## src/gop_pkg.sv

```systemverilog
// Package for the gated outer-product accumulator: word types, operation codes,
// sum geometry and the upper-triangle slot table. No dependencies.
package gop_pkg;

   localparam int TERMS            = 6;
   localparam int PAIRS            = 21;
   localparam int AMP_BITS         = 16;
   localparam int SUM_BITS         = 64;
   localparam int INDEX_BITS       = 3;
   localparam int SLOT_BITS        = 5;
   localparam int DETECTORS_DEF    = 2;
   localparam int SAMPLE_BITS_DEF  = 16;

   localparam logic OP_ACCUMULATE = 1'b0;
   localparam logic OP_READ       = 1'b1;

   typedef logic [SLOT_BITS-1:0] slot_type;

   // first slot of each upper-triangle row
   localparam slot_type ROW_BASE [TERMS] = '{5'd0, 5'd6, 5'd11, 5'd15, 5'd18, 5'd20};

   typedef struct packed {
      logic                  operation;
      logic                  detector;
      logic                  common_present;
      logic [AMP_BITS-1:0]   common_amp;
      logic [AMP_BITS-1:0]   tower_one;
      logic [AMP_BITS-1:0]   tower_two;
      logic [AMP_BITS-1:0]   tower_three;
      logic [AMP_BITS-1:0]   tower_four;
      logic [INDEX_BITS-1:0] read_row;
      logic [INDEX_BITS-1:0] read_col;
   } req_type;

   typedef struct packed {
      logic                accepted;
      logic [SUM_BITS-1:0] sum_value;
   } rsp_type;

   typedef struct packed {
      logic capture;
      logic add;
      logic det;
   } lane_ctrl_type;

   typedef struct packed {
      logic     fire;
      logic     accepted;
      logic     read_hit;
      slot_type slot;
   } merge_ctrl_type;

endpackage

```

## src/gop_merge.sv

```systemverilog
// Merge stage: picks the requested lane sum for a read and holds the result
// word until the consumer takes it. Depends on gop_pkg.
module gop_merge
   import gop_pkg::*;
(
   input  logic                clock,
   input  logic                reset,
   input  merge_ctrl_type      ctrl,
   input  logic [SUM_BITS-1:0] lane_values [PAIRS],
   input  logic                rsp_stall,
   output logic                rsp_valid,
   output rsp_type             rsp_data
);

   logic    rsp_valid_ff;
   rsp_type rsp_data_ff;
   rsp_type rsp_data_in;

   always_comb begin
      rsp_data_in.accepted  = ctrl.accepted;
      rsp_data_in.sum_value = '0;
      if (ctrl.read_hit) begin
         rsp_data_in.sum_value = lane_values[ctrl.slot];
      end
   end

   always_ff @(posedge clock) begin
      if (reset) begin
         rsp_valid_ff <= 1'b0;
      end else if (ctrl.fire) begin
         rsp_valid_ff <= 1'b1;
      end else if (!rsp_stall) begin
         rsp_valid_ff <= 1'b0;
      end
   end

   always_ff @(posedge clock) begin
      if (ctrl.fire) begin
         rsp_data_ff <= rsp_data_in;
      end
   end

   assign rsp_valid = rsp_valid_ff;
   assign rsp_data  = rsp_data_ff;

endmodule

```

## config.mk

```make
export PLATFORM = sky130hd
export DESIGN_NAME = gop_merge
export DESIGN_NICKNAME = d
export VERILOG_FILES = /design/src/gop_pkg.sv /design/src/gop_merge.sv
export SDC_FILE = /design/constraint.sdc
export NUM_CORES = 1
export LEC_CHECK = 0
export CAP_MARGIN = 20
export CORE_AREA = 2 2 558 560
export CTS_BUF_LIST = sky130_fd_sc_hd__clkbuf_4 sky130_fd_sc_hd__clkbuf_8
export CTS_CLUSTER_SIZE = 12
export DETAILED_ROUTE_END_ITERATION = 7
export DIE_AREA = 0 0 560 562
export DONT_BUFFER_PORTS = 1
export SLEW_MARGIN = 40
export SYNTH_ARGS = -nofsm -noshare
export SYNTH_HDL_FRONTEND = slang
export SYNTH_SLANG_ARGS = --single-unit
```

## constraint.sdc

```tcl
create_clock -name clock -period 2.7 [get_ports clock]
set_input_delay 0.54 -clock clock [delete_from_list [all_inputs] [get_ports clock]]
set_output_delay 0.54 -clock clock [all_outputs]
set_load 0.03 [all_outputs]
```

==> results.txt <==
- Of the available clock period, the critical path in the final layout requires 94.1%.
- The HPWL after detailed placement is 190000 microns.
* Cell types with the largest area share after synthesis: sky130_fd_sc_hd__mux4_2 42%, sky130_fd_sc_hd__edfxtp_1 14%, sky130_fd_sc_hd__mux2i_1 9.4%
- # DRC: 0
- Setup repair after global routing left no endpoint under its margin.
* Area of the core: 308000 sq um
* Final instance count without filler cells: 5457
- STA classifies the critical path startpoint as an input port.
- Num rows: 204
- The endpoint identified for the worst register-to-register timing path is rsp_valid.
- The cell area that synthesis handed to floorplanning was 13700 sq um.
- Worst-case clock buffer depth: 2
- Post-Syn Instances: 1254
- In the synthesized netlist the async set-or-reset flop fraction comes to 0%.
* Cell depth of the worst flop-to-flop path: 2
- The worst-case IR drop observed on VDD is 0.253 mV.
* Top cells by count, synth: 256 x sky130_fd_sc_hd__mux4_2, 193 x sky130_fd_sc_hd__a21oi_1, 128 x sky130_fd_sc_hd__mux2i_1
* Post-synth top area share: 42.2%
- Setup violations remaining at the end of the flow were counted as 0.
* Routed wire length per instance: between 30 and 40 microns
- In this run, distinct cell masters in the synthesized netlist total 22.
- Entering global routing, the biggest net connects 449 pins.
* Routed via count divided by cell count: 2.65
- Total global routing track utilization: between 10% and 20%
- Static timing analysis puts the maximum clock frequency at 393 MHz.
- The number of hold violations in the final report is 0.
* Starting density of the core: 4.43%
* Required time of the critical path: 2.91 ns
- Max H-tree Level: 3
* Die extent in x: 560 microns
- Critical path peak fanout: 104
- The critical path is of the input port to flop type.
* Pwr dens: 260 nW/um^2
- Number of antenna violations at the first check in global routing: approximately 380
- Number of pins with negative max-slew slack in the final report: 0
* Yosys Warn Count: 0
- Internal Dissipation: 2880 uW
- Fraction of the yosys area taken by sequential cells: between 10 and 15%
* Worst setup EP type: flop
- The run finished with clean final reports.
* Num Clock Sinks: 66
* Slew at the pin closest to its max-slew limit: 1.10 ns
* Post-DRT Antenna Nets: 0
- Seq cells post-synth: 66
- The floorplan step set the die height to 562 microns.
* Slew HR: 26.5%
* Number of nets at the end of the flow: about 2500
- Worst R2R Setup Slack: 1.90 ns
- Wire length of the first global-routing pass: 247000 microns
* Path type of the worst min-delay path: input port to flop
* Total clock buffers created by CTS: 9
* Part of the power in the clock network: 23.9%
- Cell at the root of the clock tree: sky130_fd_sc_hd__clkbuf_8
- Via count of the first global-routing pass: 13900
- In this run the post-CTS setup repair buffer count came out at 0.
- In this run, the combinational gates consume 44.2% of the power.
- Setup Total Neg Slack: 0 ns
- Total global routing overflow: 0
- Share of the core filled with cells: about 6.3%
- Average size of a mapped cell: between 10 and 15 sq um
- The detailed router placed roughly 14000 vias in this run.
- Max-capacitance violation count: 0
- Gates resized during post-CTS repair numbered 0.
- Hold EP: rsp_data[64]
- DIE AREA: 315000 sq um
- TritonCTS built the clock tree.
- Final routed wirelength across all metal layers: 215000 microns
- The startpoint identified for the worst hold timing path is ctrl[6].
* Gp weighted congestion: roughly 1.0
* Post-synthesis to final-layout area growth: 42.2%
- Worst Path Arrival: 2.76 ns
- Fraction of power consumed by sequential logic: 31.9%
- Violation count after the first detailed-route iteration: around 1300
* Leakage power figure: roughly 0.0047 uW
- sky130_fd_sc_hd__mux4_2 takes more of the synthesized area than any other cell.
- Clock insertion delay at the later pin of the skew report: about 0.51 ns
- Proportion of layout cells with a drive suffix above 1: around a third
- After detailed placement, the design holds a cell count of 5268.
- First-pass iteration count of the detailed router: 5
- Switching share of power: 42.8%
* Leading register cell type out of synthesis: sky130_fd_sc_hd__edfxtp_1
- Number of enable flip-flop cells after synthesis: 65
- Worst clock skew: 0 ns
* Top-Level Pins: 1421
- Reg-to-reg startpoint: rsp_valid
- Most repeated cell in the gate-level netlist after synthesis: sky130_fd_sc_hd__mux4_2
- After clock tree synthesis, the clock-pin slew on the worst setup and hold paths is 0.15 ns.
- Switching Power: 2160 uW
- Final critical path time including I/O delays and setup: 2.54 ns
* Mapped Nets: 2609
- Port buffering added 0 buffers.
* Worst hold stages: 0
[cell usage in the layout, fill, tap and decap left out, drive strengths merged]
cell type      n
a21oi        193
buf           58
and3b          1
diode        163
nor2          66
edfxtp        65
o211ai        63
dfxtp          1
mux2i        128
dlygate4sd3    1
nor2b          1
bufinv         1
nand2b        64
or3b           2
and2           1
nand2         63
mux4         256
o21ai         64
clkbuf        16
clkinvlp       1
nand3b        65
mux2          64
[flip-flops by register name, summed over array words and instances, names as in the netlist]
register,cells
rsp_valid,1
rsp_data,65
[kinds of logic (layout without fill, tap and decap cells)]
family | after synthesis | after routing | share of synthesized area (%)
AO/OA/AOI/OAI | 320 | 320 | 12.9
other | 0 | 163 | 0
buffers and inverters | 157 | 77 | 5.50
flip-flops | 66 | 66 | 14.4
multiplexers | 448 | 448 | 56.9
AND/OR/NAND/NOR | 263 | 263 | 10.3
[metal layers]
layer | global-route usage (%) | vias to the layer above | part of all wire, %
met5 | 0 | - | 0.75
met4 | 4.20 | 238 | 4.0
met3 | 8.86 | 629 | 15
met2 | 20.8 | 1514 | 45
met1 | 13.5 | 6946 | 36
li1 | - | 5131 | -
[power by group through the flow]
stage | registers, uW | logic [uW] | clock network (uW)
after floorplan | 1490 | 1530 | 0
after global placement | 1660 | 2010 | 0
after detailed placement | 1650 | 2020 | 0
after CTS | 1630 | 2040 | 1350
after global routing | 1610 | 2400 | 1340
final | 1610 | 2230 | 1200
[how the worst max path moves through the flow]
stage	from	endpoint	slack, ns	cells past startpoint
global placement	ctrl[0]	rsp_data[53]	-0.03	4
global route	ctrl[0]	rsp_data[51]	0.12	6
floorplan	ctrl[0]	rsp_data[50]	0.44	7
finish	ctrl[0]	rsp_data[33]	0.16	5
detailed placement	ctrl[0]	rsp_data[37]	0.004	4
CTS	ctrl[0]	rsp_data[51]	0.58	4
[worst max-delay path, cell delays in order]
cell and delay [ns]:
sky130_fd_sc_hd__buf_16 0.39, sky130_fd_sc_hd__buf_16 0.38, sky130_fd_sc_hd__mux4_2 0.61, sky130_fd_sc_hd__mux2i_1 0.37
sky130_fd_sc_hd__o211ai_1 0.14
[through the flow]
stage | total power [uW] | hold slack (ns) | setup WS, ns | instance area [sq um]
floorplan | 3020 | 0.612 | 0.437 | 13700
global placement | 3660 | 0.616 | -0.0306 | 18500
detailed placement | 3670 | 0.619 | 0.00369 | 18500
CTS | 5010 | 0.0227 | 0.581 | 18800
global route | 5340 | 0.0493 | 0.115 | 19200
finish | 5040 | 0.115 | 0.158 | 19400
[cell type report]
cell class	instances	area, sq um
Fill cell	36300	289000
Multi-Input combinational cell	1031	11000
Tap cell	4120	5150
Sequential cell	66	1970
Timing Repair Buffer	61	723
Antenna cell	163	408
Clock buffer	14	174
Clock inverter	2	37.5
[timing repair]
action	in CTS	in global routing
endpoints found under the hold margin	1	0
hold buffers	1	0
setup endpoints to repair	0	28
Note: power is estimated with default switching activity, not from simulation.
