--- src/gop_pkg.sv ---
// Package for the gated outer-product accumulator: word types, operation codes,
// sum geometry and the upper-triangle slot table. No dependencies.
package gop_pkg;

   localparam int TERMS            = 6;
   localparam int PAIRS            = 21;
   localparam int AMP_BITS         = 16;
   localparam int SUM_BITS         = 64;
   localparam int INDEX_BITS       = 3;
   localparam int SLOT_BITS        = 5;
   localparam int DETECTORS_DEF    = 2;
   localparam int SAMPLE_BITS_DEF  = 16;

   localparam logic OP_ACCUMULATE = 1'b0;
   localparam logic OP_READ       = 1'b1;

   typedef logic [SLOT_BITS-1:0] slot_type;

   // first slot of each upper-triangle row
   localparam slot_type ROW_BASE [TERMS] = '{5'd0, 5'd6, 5'd11, 5'd15, 5'd18, 5'd20};

   typedef struct packed {
      logic                  operation;
      logic                  detector;
      logic                  common_present;
      logic [AMP_BITS-1:0]   common_amp;
      logic [AMP_BITS-1:0]   tower_one;
      logic [AMP_BITS-1:0]   tower_two;
      logic [AMP_BITS-1:0]   tower_three;
      logic [AMP_BITS-1:0]   tower_four;
      logic [INDEX_BITS-1:0] read_row;
      logic [INDEX_BITS-1:0] read_col;
   } req_type;

   typedef struct packed {
      logic                accepted;
      logic [SUM_BITS-1:0] sum_value;
   } rsp_type;

   typedef struct packed {
      logic capture;
      logic add;
      logic det;
   } lane_ctrl_type;

   typedef struct packed {
      logic     fire;
      logic     accepted;
      logic     read_hit;
      slot_type slot;
   } merge_ctrl_type;

endpackage

--- src/gop_lane.sv ---
// One product lane: registered multiply of two terms, then a saturating add
// into this slot's per-detector sum. Depends on gop_pkg.
module gop_lane
   import gop_pkg::*;
#(
   parameter int DETECTORS   = DETECTORS_DEF,
   parameter int SAMPLE_BITS = SAMPLE_BITS_DEF
) (
   input  logic                          clock,
   input  logic                          reset,
   input  lane_ctrl_type                 ctrl,
   input  logic signed [SAMPLE_BITS-1:0] a,
   input  logic signed [SAMPLE_BITS-1:0] b,
   output logic [SUM_BITS-1:0]           read_value
);

   localparam int PROD_BITS = 2 * SAMPLE_BITS;

   logic signed [PROD_BITS-1:0] product_ff;
   logic [SUM_BITS-1:0]         sum_ff [DETECTORS];
   logic [SUM_BITS-1:0]         term;
   logic [SUM_BITS-1:0]         raw_sum;
   logic [SUM_BITS-1:0]         sum_in;
   logic [DETECTORS-1:0]        sel;

   always_ff @(posedge clock) begin
      if (ctrl.capture) begin
         product_ff <= a * b;
      end
   end

   always_comb begin
      read_value = '0;
      for (int d = 0; d < DETECTORS; d++) begin
         sel[d] = (int'(ctrl.det) == d);
         if (sel[d]) begin
            read_value = sum_ff[d];
         end
      end
   end

   assign term    = {{(SUM_BITS-PROD_BITS){product_ff[PROD_BITS-1]}}, product_ff};
   assign raw_sum = read_value + term;

   always_comb begin
      sum_in = raw_sum;
      if (read_value[SUM_BITS-1] == term[SUM_BITS-1] &&
          raw_sum[SUM_BITS-1] != read_value[SUM_BITS-1]) begin
         sum_in = read_value[SUM_BITS-1] ? {1'b1, {(SUM_BITS-1){1'b0}}}
                                         : {1'b0, {(SUM_BITS-1){1'b1}}};
      end
   end

   for (genvar d = 0; d < DETECTORS; d++) begin : g_det
      always_ff @(posedge clock) begin
         if (reset) begin
            sum_ff[d] <= '0;
         end else if (ctrl.add && sel[d]) begin
            sum_ff[d] <= sum_in;
         end
      end
   end

endmodule

--- config.mk ---
export PLATFORM = sky130hd
export DESIGN_NAME = gop_lane
export DESIGN_NICKNAME = d
export VERILOG_FILES = /design/src/gop_pkg.sv /design/src/gop_lane.sv
export SDC_FILE = /design/constraint.sdc
export NUM_CORES = 1
export LEC_CHECK = 0
export ABC_AREA = 1
export BUFFER_PORTS_ARGS = -buffer_cell sky130_fd_sc_hd__buf_2
export CAP_MARGIN = 20
export CORE_MARGIN = 1
export CORE_UTILIZATION = 50
export CTS_CLUSTER_SIZE = 40
export DETAILED_ROUTE_END_ITERATION = 16
export PLACE_DENSITY_LB_ADDON = 0.2
export REMOVE_ABC_BUFFERS = 1
export SLEW_MARGIN = 20
export SYNTH_ARGS = -nofsm -noshare
export SYNTH_HDL_FRONTEND = slang
export SYNTH_SLANG_ARGS = --single-unit
--- constraint.sdc ---
create_clock -name clock -period 6.2 [get_ports clock]
set_clock_uncertainty 0.05 [all_clocks]
set_input_delay 0.31 -clock clock [delete_from_list [all_inputs] [get_ports clock]]
set_output_delay 0.31 -clock clock [all_outputs]
set_load 0.1 [all_outputs]
==> impl_summary.txt <==
----------------------------------------------------
[Final layout]
  Number of fill cells in the layout ... 4539
  Reg area ... 0.00480 sq mm
  Post-route standard cell area excluding fillers ... 0.0245 sq mm
  Area used by multi-input combinational logic ... 0.0148 sq mm
  Share of layout cells above drive strength 1 ... 5.73%
  Area growth syn-to-layout ... 6.94%
  Post-layout nets ... 3717
  Ant diodes ... 0
  Non-filler instance count after layout ... 3883

[Floorplan]
  Die area ... 0.0468 sq mm
  Die width ... 216 um
  Core Rows ... 78
  Die Y ... 216 um
  Top-level port count ... 101
  CORE AREA ... 0.0453 sq mm
  Starting density of the core ... 50.7%

[STA]
  Number of endpoints with negative hold slack in the final report ... 0
  Count of final max-slew check failures ... 0
  Final critical delay including setup and external delays ... 5.98 ns
  Worst relative slew slack ... 36.4%
  Part of the cycle the worst path needs ... 96.5%
  Pin slew with the least headroom to its limit ... 0.954 ns
  Worst Hold Slack ... 0.381 ns
  Fmax ... 167 MHz
  Setup slack after layout ... 0.216 ns
  RSZ-0062 raised after global routing ... no
  Finish-stage setup viols ... 0

[Placed design]
  DP Wirelength ... 55800 um
  Port buffer count ... 100
  Area after DPL ... 0.0240 sq mm
  Final weighted congestion in routability-driven placement ... 0.985
  Placement-stage worst setup slack ... -0.224 ns
  Cell total after placement ... 3851

[Clock network]
  Hold bufs inserted after CTS ... 0
  Number of buffers added by the clock tree synthesis step ... 17
  TritonCTS clock tree ... done
  Worst-case clock buffer depth ... 2
  Latest clock arrival within the worst-skew pair ... 0.46 ns
  CTS root buffer ... sky130_fd_sc_hd__clkbuf_16
  Post-CTS Resized ... 0
  CTS HTree Levels ... 4
  Post-CTS Setup Inserts ... 0
  Register clock-pin slew on the reported worst setup and hold paths ... 0.06 ns
  Clock Sink Count ... 160

[Global route]
  Pin count of the biggest net entering global routing ... 103
  Total routing usage reported by global routing ... 29.3%
  First-pass GRT wire length ... 106000 um
  Via count of the first global-routing pass ... 20200
  Global route total overflow ... 0
  Antenna violations before repair ... 0

[Critical path]
  Setup slack, reg-to-reg ... 2.22 ns
  Startpoint of the most critical register-to-register path ... product_ff[31]$_DFFE_PP_
  Maximum fanout along the worst path ... 16
  Depth of the worst register-to-register path ... 13
  Critical path class ... in2reg
  Startpoint type of the worst setup path ... input port
  Worst endpoint data arrival time ... 6.14 ns
  Sort of element at the end of the critical path ... flip-flop
  FF-to-FF End ... sum_ff[0][39]$_SDFFCE_PN0P_
  Critical path required time ... 6.36 ns

[Synth]
  Warnings from Yosys ... 0
  Commonest register cell after synthesis ... sky130_fd_sc_hd__edfxtp_1
  Top cells by instance count after synthesis ... sky130_fd_sc_hd__nand2_1, sky130_fd_sc_hd__inv_1, sky130_fd_sc_hd__fa_1
  Share of flip-flops with an asynchronous set or reset after synthesis ... 0%
  Yosys cell types ... 35
  Netlist area before placement ... 0.0230 sq mm
  Post-synthesis cell type with the largest combined area ... sky130_fd_sc_hd__fa_1
  Largest cells by area after synthesis ... sky130_fd_sc_hd__fa_1, sky130_fd_sc_hd__edfxtp_1, sky130_fd_sc_hd__nand2_1, sky130_fd_sc_hd__inv_1, sky130_fd_sc_hd__ha_1
  Share of the synthesized area in the top cell type ... 22.9%
  Syn_area_per_cell ... 7.10 sq um
  Register bit count reported by yosys ... 160
  Synthesized instance count ... 3232
  Fraction of the yosys area taken by sequential cells ... 20.9%
  Most numerous cell in the Yosys netlist ... sky130_fd_sc_hd__nand2_1
  Number of enable flip-flop cells after synthesis ... 160

[Drt]
  WL/cell ... 17.1 um
  Total Wirelength ... 66200 um
  Starting DRC count in detailed routing ... 1034
  DRC violations left ... 0
  Post-DR vias/cell ... 5.06
  Antenna-violating nets left ... 0
  Number of iterations in the first detailed-routing pass ... 5
  Overall via count from detail_route ... 19700

[Run]
  Max-cap violation count ... 0

[Min path]
  Type of the most critical hold path ... in2reg
  Worst min-delay path endpoint ... product_ff[2]$_DFFE_PP_
  Hold depth ... 1
  Startpoint of the most critical hold path ... ctrl[2]

[Run status]
  Run status ... completed

----------------------------------------------------
==> state kept, by name, indices dropped and copies added (netlist names) <==
register	flops
product_ff	32
sum_ff	128
==> critical path, cell delays in order <==
cell and delay (ns):
sky130_fd_sc_hd__buf_2 0.29, sky130_fd_sc_hd__nand2_1 0.16, sky130_fd_sc_hd__inv_1 0.14, sky130_fd_sc_hd__fa_1 0.55
sky130_fd_sc_hd__fa_1 0.82, sky130_fd_sc_hd__fa_1 0.51, sky130_fd_sc_hd__fa_1 0.57, sky130_fd_sc_hd__fa_1 0.43
sky130_fd_sc_hd__fa_1 0.45, sky130_fd_sc_hd__ha_1 0.36, sky130_fd_sc_hd__nand2_1 0.14, sky130_fd_sc_hd__nor3_1 0.55
sky130_fd_sc_hd__nand4_1 0.36, sky130_fd_sc_hd__nand3_1 0.24, sky130_fd_sc_hd__a21oi_1 0.11, sky130_fd_sc_hd__xnor2_1 0.13
==> layout make-up <==
class / count / share of cell area, %
Timing Repair Buffer: 122 / 2.93
Sequential cell: 160 / 19.6
Clock inverter: 13 / 0.469
Tap cell: 600 / 3.06
Clock buffer: 17 / 1.73
Inverter: 771 / 11.8
Multi-Input combinational cell: 2200 / 60.4
==> cells by family (layout without fill, tap and decap cells) <==
group	after synthesis	in the layout	share of synthesized area, %
AOI/OAI and AO/OA	203	203	4.57
adders and majority gates	408	408	30.8
and+or+nand+nor	1521	1521	26.5
muxes	1	1	0.0436
xor gates and xnor gates	67	67	2.56
DFF	160	160	20.9
buffers and inverters	872	923	14.6
==> layout by cell type, fill, tap and decap left out, drive strengths merged, types with 4 or more instances in the layout <==
cell type	count
a21o	4
a21oi	159
and3	4
buf	122
clkbuf	17
clkinv	6
clkinvlp	4
edfxtp	160
fa	263
ha	145
inv	773
nand2	1138
nand3	116
nand3b	14
nand4	20
nor2	198
nor3	21
nor4	5
o21ai	31
o21bai	4
or2	5
xnor2	18
xor2	49
==> through the flow <==
step                      util (%)  TNS [ns]
after floorplan                  -         0
after global placement        52.9    -0.294
after detailed placement      52.9    -0.347
after CTS                     54.1         0
after global routing          54.2         0
final                         54.2         0
==> routing by layer <==
layer	global-route usage, %	up-vias	routed length, um
li1	-	9696	-
met1	35.8	9376	27800
met2	53.4	486	33600
met3	2.57	106	2480
met4	11.2	0	2380
met5	0	-	0
==> worst max-delay path by stage <==
| stage | from | to | slack [ns] | cells past startpoint |
|---|---|---|---|---|
| after detailed placement | b[1] | product_ff[27]$_DFFE_PP_ | -0.22 | 16 |
| after global placement | b[1] | product_ff[27]$_DFFE_PP_ | -0.21 | 16 |
| final | a[15] | product_ff[27]$_DFFE_PP_ | 0.22 | 16 |
| after CTS | b[1] | product_ff[27]$_DFFE_PP_ | 0.26 | 16 |
| after global routing | a[15] | product_ff[27]$_DFFE_PP_ | 0.08 | 16 |
| after floorplan | ctrl[0] | sum_ff[1][0]$_SDFFCE_PN0P_ | 0.007 | 2 |
Power is not shown: default switching activity piles up to over one toggle a cycle in this logic, so the estimate is an artifact.
